--- src/design/slt_pkg.sv ---
`default_nettype none
// ----------------------------------------------------------------------------
// slt_pkg
// Shared types, constants and helpers of the script line tokenizer.
// ----------------------------------------------------------------------------
package slt_pkg;

    localparam int CHAR_WIDTH  = 16;
    localparam int COUNT_WIDTH = 8;
    localparam int MAX_RESULTS = 4;
    localparam int RES_CNT_W   = $clog2(MAX_RESULTS + 1);
    localparam int RES_IDX_W   = $clog2(MAX_RESULTS);

    localparam logic [COUNT_WIDTH-1:0] MAX_TOKENS = 8'd255;

    localparam logic [CHAR_WIDTH-1:0] CH_SPACE  = 16'h0020;
    localparam logic [CHAR_WIDTH-1:0] CH_TAB    = 16'h0009;
    localparam logic [CHAR_WIDTH-1:0] CH_SEMI   = 16'h003B;
    localparam logic [CHAR_WIDTH-1:0] CH_HASH   = 16'h0023;
    localparam logic [CHAR_WIDTH-1:0] CH_DOLLAR = 16'h0024;
    localparam logic [CHAR_WIDTH-1:0] CH_BSLASH = 16'h005C;
    localparam logic [CHAR_WIDTH-1:0] CH_BTICK  = 16'h0060;
    localparam logic [CHAR_WIDTH-1:0] CH_SQUOTE = 16'h0027;
    localparam logic [CHAR_WIDTH-1:0] CH_DQUOTE = 16'h0022;
    localparam logic [CHAR_WIDTH-1:0] CH_SLASH  = 16'h002F;
    localparam logic [CHAR_WIDTH-1:0] CH_STAR   = 16'h002A;

    typedef enum logic [1:0] {
        KIND_CHAR      = 2'd0,
        KIND_TOKEN_END = 2'd1,
        KIND_LINE_END  = 2'd2
    } kind_t;

    typedef enum logic [1:0] {
        QK_NONE   = 2'd0,
        QK_DOUBLE = 2'd1,
        QK_SINGLE = 2'd2,
        QK_BTICK  = 2'd3
    } quote_kind_t;

    typedef struct packed {
        kind_t                  kind;
        logic [CHAR_WIDTH-1:0]  out_char;
        logic [COUNT_WIDTH-1:0] token_index;
        logic                   error;
        logic                   comment_seen;
        logic                   block_open;
        logic [COUNT_WIDTH-1:0] token_count;
        logic                   last;
    } slt_result_t;

    // results of one item, handed from the step logic to the result buffer
    typedef struct packed {
        slt_result_t [MAX_RESULTS-1:0] res;
        logic [RES_CNT_W-1:0]          count;
    } slt_batch_t;

    function automatic logic is_sep(input logic [CHAR_WIDTH-1:0] c);
        return (c == CH_SPACE) || (c == CH_TAB);
    endfunction

    function automatic logic is_quote(input logic [CHAR_WIDTH-1:0] c);
        return (c == CH_DQUOTE) || (c == CH_SQUOTE) || (c == CH_BTICK);
    endfunction

    function automatic quote_kind_t quote_kind_of(input logic [CHAR_WIDTH-1:0] c);
        quote_kind_t q;
        if (c == CH_DQUOTE)
            q = QK_DOUBLE;
        else if (c == CH_SQUOTE)
            q = QK_SINGLE;
        else
            q = QK_BTICK;
        return q;
    endfunction

    function automatic logic ends_token(input logic [CHAR_WIDTH-1:0] c,
                                        input quote_kind_t q);
        logic e;
        unique case (q)
            QK_NONE:   e = is_sep(c);
            QK_DOUBLE: e = (c == CH_DQUOTE);
            QK_SINGLE: e = (c == CH_SQUOTE);
            QK_BTICK:  e = (c == CH_BTICK);
        endcase
        return e;
    endfunction

    function automatic logic [COUNT_WIDTH-1:0] sat_inc(input logic [COUNT_WIDTH-1:0] v);
        return (v < MAX_TOKENS) ? v + 1'b1 : v;
    endfunction

    function automatic slt_result_t mk_result(input kind_t k,
                                              input logic [CHAR_WIDTH-1:0] c,
                                              input logic [COUNT_WIDTH-1:0] tidx);
        slt_result_t r;
        r             = '0;
        r.kind        = k;
        r.out_char    = c;
        r.token_index = tidx;
        return r;
    endfunction

endpackage
`default_nettype wire

--- src/design/slt_step.sv ---
`default_nettype none
// ----------------------------------------------------------------------------
// slt_step
// Tokenizer state and the single-pass next-state and result logic.
// ----------------------------------------------------------------------------
module slt_step (
    input  wire                          clk,
    input  wire                          rst_n,
    input  wire                          process,
    input  wire  [slt_pkg::CHAR_WIDTH-1:0] ch,
    input  wire                          end_of_line,
    input  wire                          keep_escapes,
    output slt_pkg::slt_batch_t          batch
);
    import slt_pkg::*;

    typedef enum logic [1:0] {
        MODE_SKIP    = 2'd0,
        MODE_SLASH   = 2'd1,
        MODE_TOKEN   = 2'd2,
        MODE_COMMENT = 2'd3
    } mode_t;

    mode_t                  mode_reg,  mode_next;
    quote_kind_t            quote_reg, quote_next;
    logic [1:0]             held_reg,  held_next;
    logic                   star_reg,  star_next;
    logic                   block_reg, block_next;
    logic                   lcom_reg,  lcom_next;
    logic                   qerr_reg,  qerr_next;
    logic [COUNT_WIDTH-1:0] tok_reg,   tok_next;

    slt_result_t [MAX_RESULTS-1:0] r;
    logic [RES_CNT_W-1:0]          n;
    logic                          do_plain;
    slt_result_t                   le;

    // held characters are always dollar then backslash, so only the count is kept
    always_comb
    begin
        mode_next  = mode_reg;
        quote_next = quote_reg;
        held_next  = held_reg;
        star_next  = star_reg;
        block_next = block_reg;
        lcom_next  = lcom_reg;
        qerr_next  = qerr_reg;
        tok_next   = tok_reg;
        r          = '0;
        n          = '0;
        do_plain   = 1'b0;
        le         = '0;

        if (end_of_line)
        begin
            if (!block_next)
            begin
                if (mode_next == MODE_SLASH)
                begin
                    r[n[RES_IDX_W-1:0]] = mk_result(KIND_CHAR, CH_SLASH, tok_next);
                    n = n + 1'b1;
                    r[n[RES_IDX_W-1:0]] = mk_result(KIND_TOKEN_END, '0, tok_next);
                    n = n + 1'b1;
                    tok_next = sat_inc(tok_next);
                end
                else if (mode_next == MODE_TOKEN)
                begin
                    if (held_next != 2'd0)
                    begin
                        r[n[RES_IDX_W-1:0]] = mk_result(KIND_CHAR, CH_DOLLAR, tok_next);
                        n = n + 1'b1;
                    end
                    if (held_next == 2'd2)
                    begin
                        r[n[RES_IDX_W-1:0]] = mk_result(KIND_CHAR, CH_BSLASH, tok_next);
                        n = n + 1'b1;
                    end
                    if (quote_next != QK_NONE)
                        qerr_next = 1'b1;
                    r[n[RES_IDX_W-1:0]] = mk_result(KIND_TOKEN_END, '0, tok_next);
                    n = n + 1'b1;
                    tok_next = sat_inc(tok_next);
                end
            end
            le              = mk_result(KIND_LINE_END, '0, tok_next);
            le.error        = qerr_next;
            le.comment_seen = lcom_next;
            le.block_open   = block_next;
            le.token_count  = tok_next;
            r[n[RES_IDX_W-1:0]] = le;
            n = n + 1'b1;
            mode_next  = MODE_SKIP;
            quote_next = QK_NONE;
            held_next  = 2'd0;
            star_next  = 1'b0;
            tok_next   = '0;
            lcom_next  = 1'b0;
            qerr_next  = 1'b0;
        end
        else if (block_next)
        begin
            if (star_next && (ch == CH_SLASH))
            begin
                block_next = 1'b0;
                star_next  = 1'b0;
                mode_next  = MODE_SKIP;
            end
            else
                star_next = (ch == CH_STAR);
        end
        else
        begin
            unique case (mode_next)
                MODE_SKIP:
                begin
                    if (is_sep(ch))
                        mode_next = MODE_SKIP;
                    else if ((ch == CH_SEMI) || (ch == CH_HASH))
                    begin
                        mode_next = MODE_COMMENT;
                        lcom_next = 1'b1;
                    end
                    else if (ch == CH_SLASH)
                        mode_next = MODE_SLASH;
                    else if (is_quote(ch))
                    begin
                        mode_next  = MODE_TOKEN;
                        quote_next = quote_kind_of(ch);
                        held_next  = 2'd0;
                    end
                    else
                    begin
                        mode_next  = MODE_TOKEN;
                        quote_next = QK_NONE;
                        held_next  = 2'd0;
                        do_plain   = 1'b1;
                    end
                end
                MODE_SLASH:
                begin
                    if (ch == CH_STAR)
                    begin
                        block_next = 1'b1;
                        star_next  = 1'b0;
                        mode_next  = MODE_SKIP;
                    end
                    else
                    begin
                        mode_next  = MODE_TOKEN;
                        quote_next = QK_NONE;
                        held_next  = 2'd0;
                        r[n[RES_IDX_W-1:0]] = mk_result(KIND_CHAR, CH_SLASH, tok_next);
                        n = n + 1'b1;
                        do_plain = 1'b1;
                    end
                end
                MODE_TOKEN:
                begin
                    if (held_next == 2'd1)
                    begin
                        if (ch == CH_BSLASH)
                            held_next = 2'd2;
                        else
                        begin
                            held_next = 2'd0;
                            r[n[RES_IDX_W-1:0]] = mk_result(KIND_CHAR, CH_DOLLAR, tok_next);
                            n = n + 1'b1;
                            do_plain = 1'b1;
                        end
                    end
                    else if (held_next == 2'd2)
                    begin
                        held_next = 2'd0;
                        // escape beats a closing quote
                        if (!is_quote(ch) || keep_escapes)
                        begin
                            r[n[RES_IDX_W-1:0]] = mk_result(KIND_CHAR, CH_DOLLAR, tok_next);
                            n = n + 1'b1;
                            r[n[RES_IDX_W-1:0]] = mk_result(KIND_CHAR, CH_BSLASH, tok_next);
                            n = n + 1'b1;
                        end
                        if (is_quote(ch))
                        begin
                            r[n[RES_IDX_W-1:0]] = mk_result(KIND_CHAR, ch, tok_next);
                            n = n + 1'b1;
                        end
                        else
                            do_plain = 1'b1;
                    end
                    else
                        do_plain = 1'b1;
                end
                MODE_COMMENT:
                    mode_next = MODE_COMMENT;
            endcase
        end

        // ordinary character inside a token
        if (do_plain)
        begin
            if (ch == CH_DOLLAR)
                held_next = 2'd1;
            else if (ends_token(ch, quote_next))
            begin
                r[n[RES_IDX_W-1:0]] = mk_result(KIND_TOKEN_END, '0, tok_next);
                n = n + 1'b1;
                tok_next   = sat_inc(tok_next);
                mode_next  = MODE_SKIP;
                quote_next = QK_NONE;
                held_next  = 2'd0;
            end
            else
            begin
                r[n[RES_IDX_W-1:0]] = mk_result(KIND_CHAR, ch, tok_next);
                n = n + 1'b1;
            end
        end

        if (n != '0)
            r[n[RES_IDX_W-1:0] - 1'b1].last = 1'b1;

        batch.res   = r;
        batch.count = n;
    end

    always_ff @(posedge clk or negedge rst_n)
    begin
        if (!rst_n)
        begin
            mode_reg  <= MODE_SKIP;
            quote_reg <= QK_NONE;
            held_reg  <= 2'd0;
            star_reg  <= 1'b0;
            block_reg <= 1'b0;
            lcom_reg  <= 1'b0;
            qerr_reg  <= 1'b0;
            tok_reg   <= '0;
        end
        else if (process)
        begin
            mode_reg  <= mode_next;
            quote_reg <= quote_next;
            held_reg  <= held_next;
            star_reg  <= star_next;
            block_reg <= block_next;
            lcom_reg  <= lcom_next;
            qerr_reg  <= qerr_next;
            tok_reg   <= tok_next;
        end
    end

endmodule
`default_nettype wire

--- src/design/slt_result_buf.sv ---
`default_nettype none
// ----------------------------------------------------------------------------
// slt_result_buf
// Holds the results of one item and hands them out one per cycle while out_stall is low.
// ----------------------------------------------------------------------------
module slt_result_buf (
    input  wire                  clk,
    input  wire                  rst_n,
    input  wire                  load,
    input  wire slt_pkg::slt_batch_t batch,
    output logic                 free,
    output logic                 out_valid,
    input  wire                  out_stall,
    output slt_pkg::slt_result_t out_res
);
    import slt_pkg::*;

    slt_result_t [MAX_RESULTS-1:0] entry_reg;
    logic [RES_CNT_W-1:0]          count_reg;
    logic [RES_IDX_W-1:0]          rd_reg;
    logic                          take;

    assign out_valid = (count_reg != '0);
    assign take      = out_valid && !out_stall;
    // room for the next item once the final waiting result leaves
    assign free      = (count_reg == '0) || ((count_reg == RES_CNT_W'(1)) && take);
    assign out_res   = entry_reg[rd_reg];

    always_ff @(posedge clk or negedge rst_n)
    begin
        if (!rst_n)
        begin
            count_reg <= '0;
            rd_reg    <= '0;
        end
        else if (load)
        begin
            count_reg <= batch.count;
            rd_reg    <= '0;
        end
        else if (take)
        begin
            count_reg <= count_reg - 1'b1;
            rd_reg    <= rd_reg + 1'b1;
        end
    end

    always_ff @(posedge clk)
    begin
        if (load)
            entry_reg <= batch.res;
    end

endmodule
`default_nettype wire

--- src/design/script_line_tokenizer_top.sv ---
`default_nettype none
// ----------------------------------------------------------------------------
// script_line_tokenizer_top
// Splits script lines into tokens, comments and line summaries.
// ----------------------------------------------------------------------------
// Input channel: in_valid / in_stall with ch and end_of_line. Each item is a
// character or an end-of-line marker.
// Output channel: out_valid / out_stall with kind, out_char, token_index and
// the line summary fields; last marks the final result of an item.
// Configuration: cfg_valid / cfg_ready with cfg_data sets keep_escapes; the
// port is always ready. The user must write it only while the block is idle;
// the block itself does not enforce this. An accepted item is held in the
// input register, decoded by the step logic once the result buffer is free,
// and loaded into the result buffer, whose output gives its first result.
// Throughput: one item per cycle while items give at most one result and the
// output is not stalled. An item with more results (up to four) holds the
// result buffer until all have left, one result per cycle while unstalled.
// A stall on the output holds the current result; the input register then
// fills and in_stall rises until the buffer frees.
// Reset clears the tokenizer state, keep_escapes and the valid state of both register stages.
// ----------------------------------------------------------------------------
module script_line_tokenizer_top (
    input  wire                            clk,
    input  wire                            rst_n,
    input  wire                            in_valid,
    output logic                           in_stall,
    input  wire  [slt_pkg::CHAR_WIDTH-1:0]  ch,
    input  wire                            end_of_line,
    output logic                           out_valid,
    input  wire                            out_stall,
    output logic [1:0]                     kind,
    output logic [slt_pkg::CHAR_WIDTH-1:0] out_char,
    output logic [slt_pkg::COUNT_WIDTH-1:0] token_index,
    output logic                           error,
    output logic                           comment_seen,
    output logic                           block_open,
    output logic [slt_pkg::COUNT_WIDTH-1:0] token_count,
    output logic                           last,
    input  wire                            cfg_valid,
    output logic                           cfg_ready,
    input  wire                            cfg_data
);
    import slt_pkg::*;

    logic                  in_valid_reg;
    logic [CHAR_WIDTH-1:0] ch_reg;
    logic                  eol_reg;
    logic                  keep_reg;
    logic                  buf_free;
    logic                  process;
    slt_batch_t            batch;
    slt_result_t           res;

    assign cfg_ready = 1'b1;
    assign process   = in_valid_reg && buf_free;
    assign in_stall  = in_valid_reg && !buf_free;

    always_ff @(posedge clk or negedge rst_n)
    begin
        if (!rst_n)
        begin
            in_valid_reg <= 1'b0;
            keep_reg     <= 1'b0;
        end
        else
        begin
            if (in_valid && !in_stall)
                in_valid_reg <= 1'b1;
            else if (process)
                in_valid_reg <= 1'b0;
            if (cfg_valid && cfg_ready)
                keep_reg <= cfg_data;
        end
    end

    always_ff @(posedge clk)
    begin
        if (in_valid && !in_stall)
        begin
            ch_reg  <= ch;
            eol_reg <= end_of_line;
        end
    end

    slt_step u_step (
        .clk          (clk),
        .rst_n        (rst_n),
        .process      (process),
        .ch           (ch_reg),
        .end_of_line  (eol_reg),
        .keep_escapes (keep_reg),
        .batch        (batch)
    );

    slt_result_buf u_buf (
        .clk       (clk),
        .rst_n     (rst_n),
        .load      (process),
        .batch     (batch),
        .free      (buf_free),
        .out_valid (out_valid),
        .out_stall (out_stall),
        .out_res   (res)
    );

    assign kind         = res.kind;
    assign out_char     = res.out_char;
    assign token_index  = res.token_index;
    assign error        = res.error;
    assign comment_seen = res.comment_seen;
    assign block_open   = res.block_open;
    assign token_count  = res.token_count;
    assign last         = res.last;

endmodule
`default_nettype wire

--- config.mk ---
export PLATFORM = sky130hd
export DESIGN_NAME = script_line_tokenizer_top
export DESIGN_NICKNAME = d
export VERILOG_FILES = /design/src/design/slt_pkg.sv /design/src/design/slt_step.sv /design/src/design/slt_result_buf.sv /design/src/design/script_line_tokenizer_top.sv
export SDC_FILE = /design/constraint.sdc
export NUM_CORES = 1
export LEC_CHECK = 0
export ABC_AREA = 1
export BUFFER_PORTS_ARGS = -buffer_cell sky130_fd_sc_hd__buf_2
export CORE_MARGIN = 1
export CORE_UTILIZATION = 55
export CTS_CLUSTER_DIAMETER = 30
export DETAILED_ROUTE_END_ITERATION = 10
export PLACE_DENSITY_LB_ADDON = 0.25
export SKIP_CTS_REPAIR_TIMING = 1
export SLEW_MARGIN = 20
export SYNTH_ARGS = -nofsm -noshare
export SYNTH_HDL_FRONTEND = slang
export SYNTH_SLANG_ARGS = --single-unit
--- constraint.sdc ---
create_clock -name clk -period 6.2 [get_ports clk]
set_input_delay 0.62 -clock clk [delete_from_list [all_inputs] [get_ports clk]]
set_output_delay 0.62 -clock clk [all_outputs]
set_load 0.01 [all_outputs]
==> results of run 1 <==
## layout make-up
| cell class | instances | area share (%) |
|---|---|---|
| sequential | 193 | 49.56 |
| clock buffer | 18 | 3.747 |
| tap | 234 | 2.556 |
| inverter | 127 | 4.249 |
| timing repair buffer | 69 | 3.168 |
| multi-input combinational | 752 | 35.45 |
| clock inverter | 13 | 1.278 |
## kinds of logic after synthesis
family          count (synthesis)  share of synthesized area, %
flops                         193                         54.30
xor+xnor                        8                        0.7423
buf+inv                       174                         6.920
fa+ha+maj                      20                         2.394
compound gates                260                         14.02
other cells                     2                       0.07186
simple gates                  462                         21.55
## cell usage in the layout (no fill, tap or decap), types with 13 or more instances in the layout
master / instances
o22ai_1: 48
clkbuf_16: 17
dfrtp_1: 23
edfxtp_1: 169
nand2_1: 107
nor2_4: 20
nor3_1: 17
a21oi_1: 25
nand2_2: 13
buf_2: 62
o21ai_0: 148
inv_1: 112
nand3_1: 41
ha_1: 20
nor2_1: 212
## synthesized netlist by cell type, drive strengths merged
library cell / instances / area, µm²
o32ai: 1 / 8.760
o22ai: 48 / 300.3
o31ai: 6 / 45.04
o2111ai: 2 / 17.52
nand3: 50 / 317.8
a31oi: 1 / 6.260
a22oi: 5 / 37.54
xnor2: 1 / 8.760
buf: 12 / 103.9
and3: 2 / 12.51
xor2: 7 / 68.82
a211oi: 1 / 7.510
a21boi: 1 / 7.510
o41ai: 2 / 17.52
o21ai: 163 / 849.6
nand4: 11 / 68.82
or3: 1 / 6.260
ha: 20 / 250.2
and2: 1 / 6.260
or2: 2 / 12.51
conb: 2 / 7.510
nor3: 17 / 85.08
a21oi: 25 / 125.1
clkinv: 1 / 3.750
nor4: 5 / 31.28
o211ai: 1 / 7.510
edfxtp: 169 / 5075
dfrtp: 24 / 600.6
o221ai: 2 / 17.52
o311ai: 2 / 17.52
nand3b: 2 / 15.01
nor2: 242 / 1104
inv: 126 / 483.0
nand2: 129 / 593.1
clkbuf: 35 / 132.6
## power breakdown
group | switching, W | internal [W]
Clock | 0.000519 | 0.000568
Combinational | 0.00108 | 0.000431
Sequential | 0.000129 | 0.00197
Total | 0.00173 | 0.00297
## worst max-delay path: cells and delay by family, from the launching register on
| kind | cells | cell delay, ns |
|---|---|---|
| AOI/OAI and AO/OA | 3 | 0.73 |
| adders and majority gates | 3 | 0.97 |
| buffers and inverters | 5 | 0.63 |
| DFF | 1 | 0.42 |
| and+or+nand+nor | 3 | 0.86 |
## metal layers
layer	vias up	part of all wire [%]	global-route usage [%]
met4	0	2.6	11.28
met3	44	7.1	4.542
met2	360	47	43.68
li1	3930	-	-
met1	3888	44	39.31
met5	-	0	0
## path summary, 6_finish.rpt
check / end / slack, ns / cells after the start
min in group clk: ch_reg[6] / 0.35 / 1
hold reg to reg: u_step.star_reg / 0.55 / 2
setup / recovery: u_buf.entry_reg[114] / 2.34 / 14
setup reg to reg: u_buf.entry_reg[114] / 2.34 / 14
hold / removal: u_step.mode_reg[1] / 0.16 / 1
max in group asynchronous: u_buf.rd_reg[0] / 5.64 / 1
## metrics by stage
stage	cell area [µm²]	power, W	hold slack (ns)	cells
2_1_floorplan	10450	0.003154	0.3244	1119
3_3_place_gp	10880	0.003599	0.5336	1375
3_5_place_dp	10880	0.003634	0.5437	1375
4_1_cts	11450	0.004706	0.1774	1406
5_1_grt	11450	0.004949	0.2065	1406
6_report	11450	0.004694	0.1602	1406
==> results.md, run 1 <==
- Status: finished, final reports clean
- CTS H-tree depth: 4
- Total Wirelength: 26450 µm
- Fillers: 1600
- Worst-path clk slew: about 0.070 ns
- DP Wirelength: 17900 µm
- Pwr dens: 409.8 nW/µm²
- Setup Crit Path Kind: register to register
- CP max stage cell: dfrtp_1
- Cell area after synthesis: about 10000 µm²
- Initial antenna violation count: 0
- Initial Util: about 56%
- Worst slack, placed: around 2.5 ns
- RSZ-0062 raised after global routing: false
- Syn_nets: 1162
- Critical path origin: u_step.mode_reg[0]
- Clk_skew: 0.01451 ns
- Final ANT Viol Nets: 0
- Worst-Margin Slew: about 1.1 ns
- Antenna Cells: 0
- CP Max Fanout: 12
- Fraction of the cycle the final worst path needs: 62.23%
- Final Max Tran Viols: 0
- Hold Fails Final Rpt: 0
- Crit path cell chain: inv_1, ha_1, inv_1, a21oi_1, inv_1, nor2_1, inv_1, ha_1, inv_1, o22ai_1, ha_1, nand2_1, o21ai_0, and3_1
- Critical Path End Type: register
- Crit-path most repeated cell: inv_1
- Clk sinks: 193
- Final #Nets: between 1000 and 1500
- Synthesized instance count: 1119
- CTS root buffer: clkbuf_16
- Clock Latency Late Sink: approximately 0.45 ns
- Largest net degree at the start of global routing: 78
- First-pass GRT wire length: ~42000 µm
- Area grow syn2layout: 9.601%
- TNS Setup: 0 ns
- IO Pins: 64
- VDD IR max: 252.8 µV
- Vias in the first global route: 7709
- Critical R2R Launch: u_step.mode_reg[0]
- FF+latch count, synth: 193
- Final worst slack: 2.342 ns
- Final setup viols: 0
- Critical Path Source Type: register
- Share of cells above drive strength 1: 15.96%
- Max reg flops: about 150
- Register Area: between 5000 and 6000 µm²
- Synth cell types: 54
- YS warnings: 0
- Max incr delay on CP: 0.42 ns
- Vias per cell: 5.848
- Multi-input logic area: 4060 µm²
- Placeable Area: 18640 µm²
- Lkg Pwr: ~4.4 nW
- Total grt overflow: 0
- Synth Area per Inst: 9.340 µm²
- Relative slew slack: 27.35%
- Total Routing Usage GR: 28.04%
- Min Tclk post-route: 3.858 ns
- Fin util: around three fifths
- 1st-pass router iterations: 5
- MaxCap Viol Count: 0
- Clk buf depth: 2
- Sequential-to-total area share from yosys stat: 54.30%
- Fmax: between 200 and 300 MHz
- Input/output buffers: 62
- Placer congestion estimate: 0.9601
- Inserted Clock Buffers: 17
- Remaining DRCs: 0
- Placement Rows: 50
- CTS tree: built
- Hold/Removal Path Class: primary input to async pin
- WP data arrival: just over 4 ns
- Worst Path Required: ~6.4 ns
- DIE HEIGHT: around 140 µm
- Via count: roughly 8000
- Wirelength per Cell: 18.81 µm
- 1st-iter DRT viols: approximately 750
- Total die area: 19560 µm²
- Die Wd: 139.9 µm
No activity file was read; power rests on OpenSTA's default activity.
==> run 2, diff against run 1 <==
==> constraint.sdc (replaced) <==
create_clock -name clk -period 3.3 [get_ports clk]
set_input_delay 0.33 -clock clk [delete_from_list [all_inputs] [get_ports clk]]
set_output_delay 0.33 -clock clk [all_outputs]
set_load 0.01 [all_outputs]
==> results.md, run 2 (synthesis results as in run 1) <==
- Initial antenna violation count: 0
- Design Area, Final: approximately 12000 µm²
- Fraction of the cycle the final worst path needs: 94.34%
- Final setup viols: 0
- Antenna Cells: 0
- Clk sinks: 193
- Relative slew slack: about two fifths
- Worst-path clk slew: ~0.08 ns
- Min Tclk post-route: a little over 3 ns
- CTS tree: built
- NetSw: 0.003324 W
- Fmax: ~320 MHz
- Max incr delay on CP: 0.41 ns
- 1st-pass router iterations: 8
- Total Routing Usage GR: 28.94%
- CTS H-tree depth: 4
- Final Max Tran Viols: 0
- Area grow syn2layout: 12.89%
- Pwr dens: 761.4 nW/µm²
- Placer congestion estimate: 0.9861
- Switching share of power: 37.01%
- Lkg Pwr: between 4 and 5 nW
- Total die area: 19560 µm²
- Worst-Margin Slew: 0.8809 ns
- Placeable Area: 18640 µm²
- CP max stage cell: dfrtp_1
- Clock Latency Late Sink: approximately 0.44 ns
- Total grt overflow: 0
- CP Max Fanout: 11
- Most frequent cells in the layout: nor2_1 (211), edfxtp_1 (169), o21ai_0 (148), inv_1 (112), nand2_1 (107)
- Cell family with most CP delay: adder cells
- Hold Fails Final Rpt: 0
- Worst path bufs/invs: 5
- Remaining DRCs: 0
- Final ANT Viol Nets: 0
- Clk buf depth: 2
- Vias in the first global route: approximately 8000
- WP data arrival: 3.29 ns
- Placement Rows: 50
- Pint: 0.005659 W
- Die Wd: 139.9 µm
- Clk_skew: 0.01548 ns
- First-pass GRT wire length: 43110 µm
- Reg power frac: 43.9%
- Comb pwr share: 33.0%
- 1st-iter DRT viols: 891
- Total Wirelength: ~27000 µm
- Via count: roughly 8500
- Share of cells above drive strength 1: 18.72%
- MaxCap Viol Count: 0
- Commonest non-fill, non-tap cell in the layout: nor2_1
- Worst Path Required: 3.48 ns
- Hold/Removal Path Class: primary input to register
- Critical Path Source Type: register
- DIE HEIGHT: 139.9 µm
- Largest net degree at the start of global routing: 103
- Status: finished, final reports clean
- Critical Path End Type: register
- Fillers: 1587
- Clk network pwr share: a little under a quarter
- Placed cell areas: 11130 µm²
- Vias per cell: just under 6
- VDD IR max: roughly 890 µV
- DP Wirelength: 18810 µm
- IO Pins: 64
- Initial Util: a little under three fifths
- Crit path cell chain: inv_1, ha_1, buf_4, nor3_1, nand2_1, ha_1, inv_1, o22ai_2, inv_1, ha_1, nand2_4, nand2_1, inv_2, o22ai_1
- Inserted Clock Buffers: 17
- Wirelength per Cell: 18.87 µm
- Final #Nets: 1237
- Input/output buffers: 62
- Max reg flops: 152
- Fin util: 63.29%
- CTS root buffer: clkbuf_16
- Setup Crit Path Kind: register to register
- Register Area: 5677 µm²
- Multi-input logic area: 4091 µm²
-- run 2: power groups by stage --
stage | Combinational [W] | Clock (W) | Sequential [W]
after floorplan | 0.00186 | 0 | 0.00394
after global placement | 0.00292 | 0 | 0.00396
after detailed placement | 0.00296 | 0 | 0.00399
after CTS | 0.00298 | 0.00210 | 0.00394
after global routing | 0.00326 | 0.00219 | 0.00402
final | 0.00296 | 0.00208 | 0.00394
-- run 2: layout make-up --
| class | instances | share of cell area [%] |
|---|---|---|
| inverters | 127 | 4.146 |
| multi-input cells | 752 | 34.68 |
| repair buffers | 103 | 5.578 |
| flip-flops and latches | 193 | 48.11 |
| clock buffers | 17 | 3.606 |
| clock inverters | 15 | 1.400 |
| well taps | 234 | 2.481 |
-- run 2: metal layers --
metal	up-vias	global-route usage, %	wire, µm
met5	-	0	0
met4	0	9.370	597
met3	50	5.024	2196
met2	430	46.82	12720
met1	3975	39.71	11670
li1	4001	-	-
-- run 2: through the flow --
| step | hold slack [ns] | power, W | setup slack, ns | setup TNS [ns] | cells |
|---|---|---|---|---|---|
| floorplan | 0.03441 | 0.005799 | 0.2208 | 0 | 1119 |
| global placement | 0.3489 | 0.006875 | 0.09174 | 0 | 1404 |
| detailed placement | 0.3611 | 0.006952 | 0.01354 | 0 | 1404 |
| CTS | -0.1128 | 0.009018 | -0.007479 | -0.007479 | 1436 |
| global route | 0.04005 | 0.009471 | -0.02160 | -0.03082 | 1441 |
| finish | 0.05352 | 0.008983 | 0.1868 | 0 | 1441 |
-- run 2: path summary, 6_finish.rpt --
kind | depth (start not counted) | slack (ns) | from | end
worst max-delay path | 14 | 0.19 | u_step.mode_reg[1] | u_buf.entry_reg[24]
worst min-delay path | 1 | 0.05 | ch[2] | ch_reg[2]
worst max register to register | 14 | 0.19 | u_step.mode_reg[1] | u_buf.entry_reg[24]
worst min register to register | 2 | 0.54 | u_step.tok_reg[6] | u_step.tok_reg[6]
max in group asynchronous | 2 | 2.48 | rst_n | u_buf.rd_reg[0]
min in group asynchronous | 2 | 0.42 | rst_n | in_valid_reg
-- run 2: worst register-to-register path: cells and delay by family (launching register included) --
kind                     cells  cell delay, ns
AO/OA/AOI/OAI                2            0.29
buffers and inverters        5            0.64
adder cells (fa/ha/maj)      3            0.78
AND/OR/NAND/NOR              4            0.72
flip-flops                   1            0.41
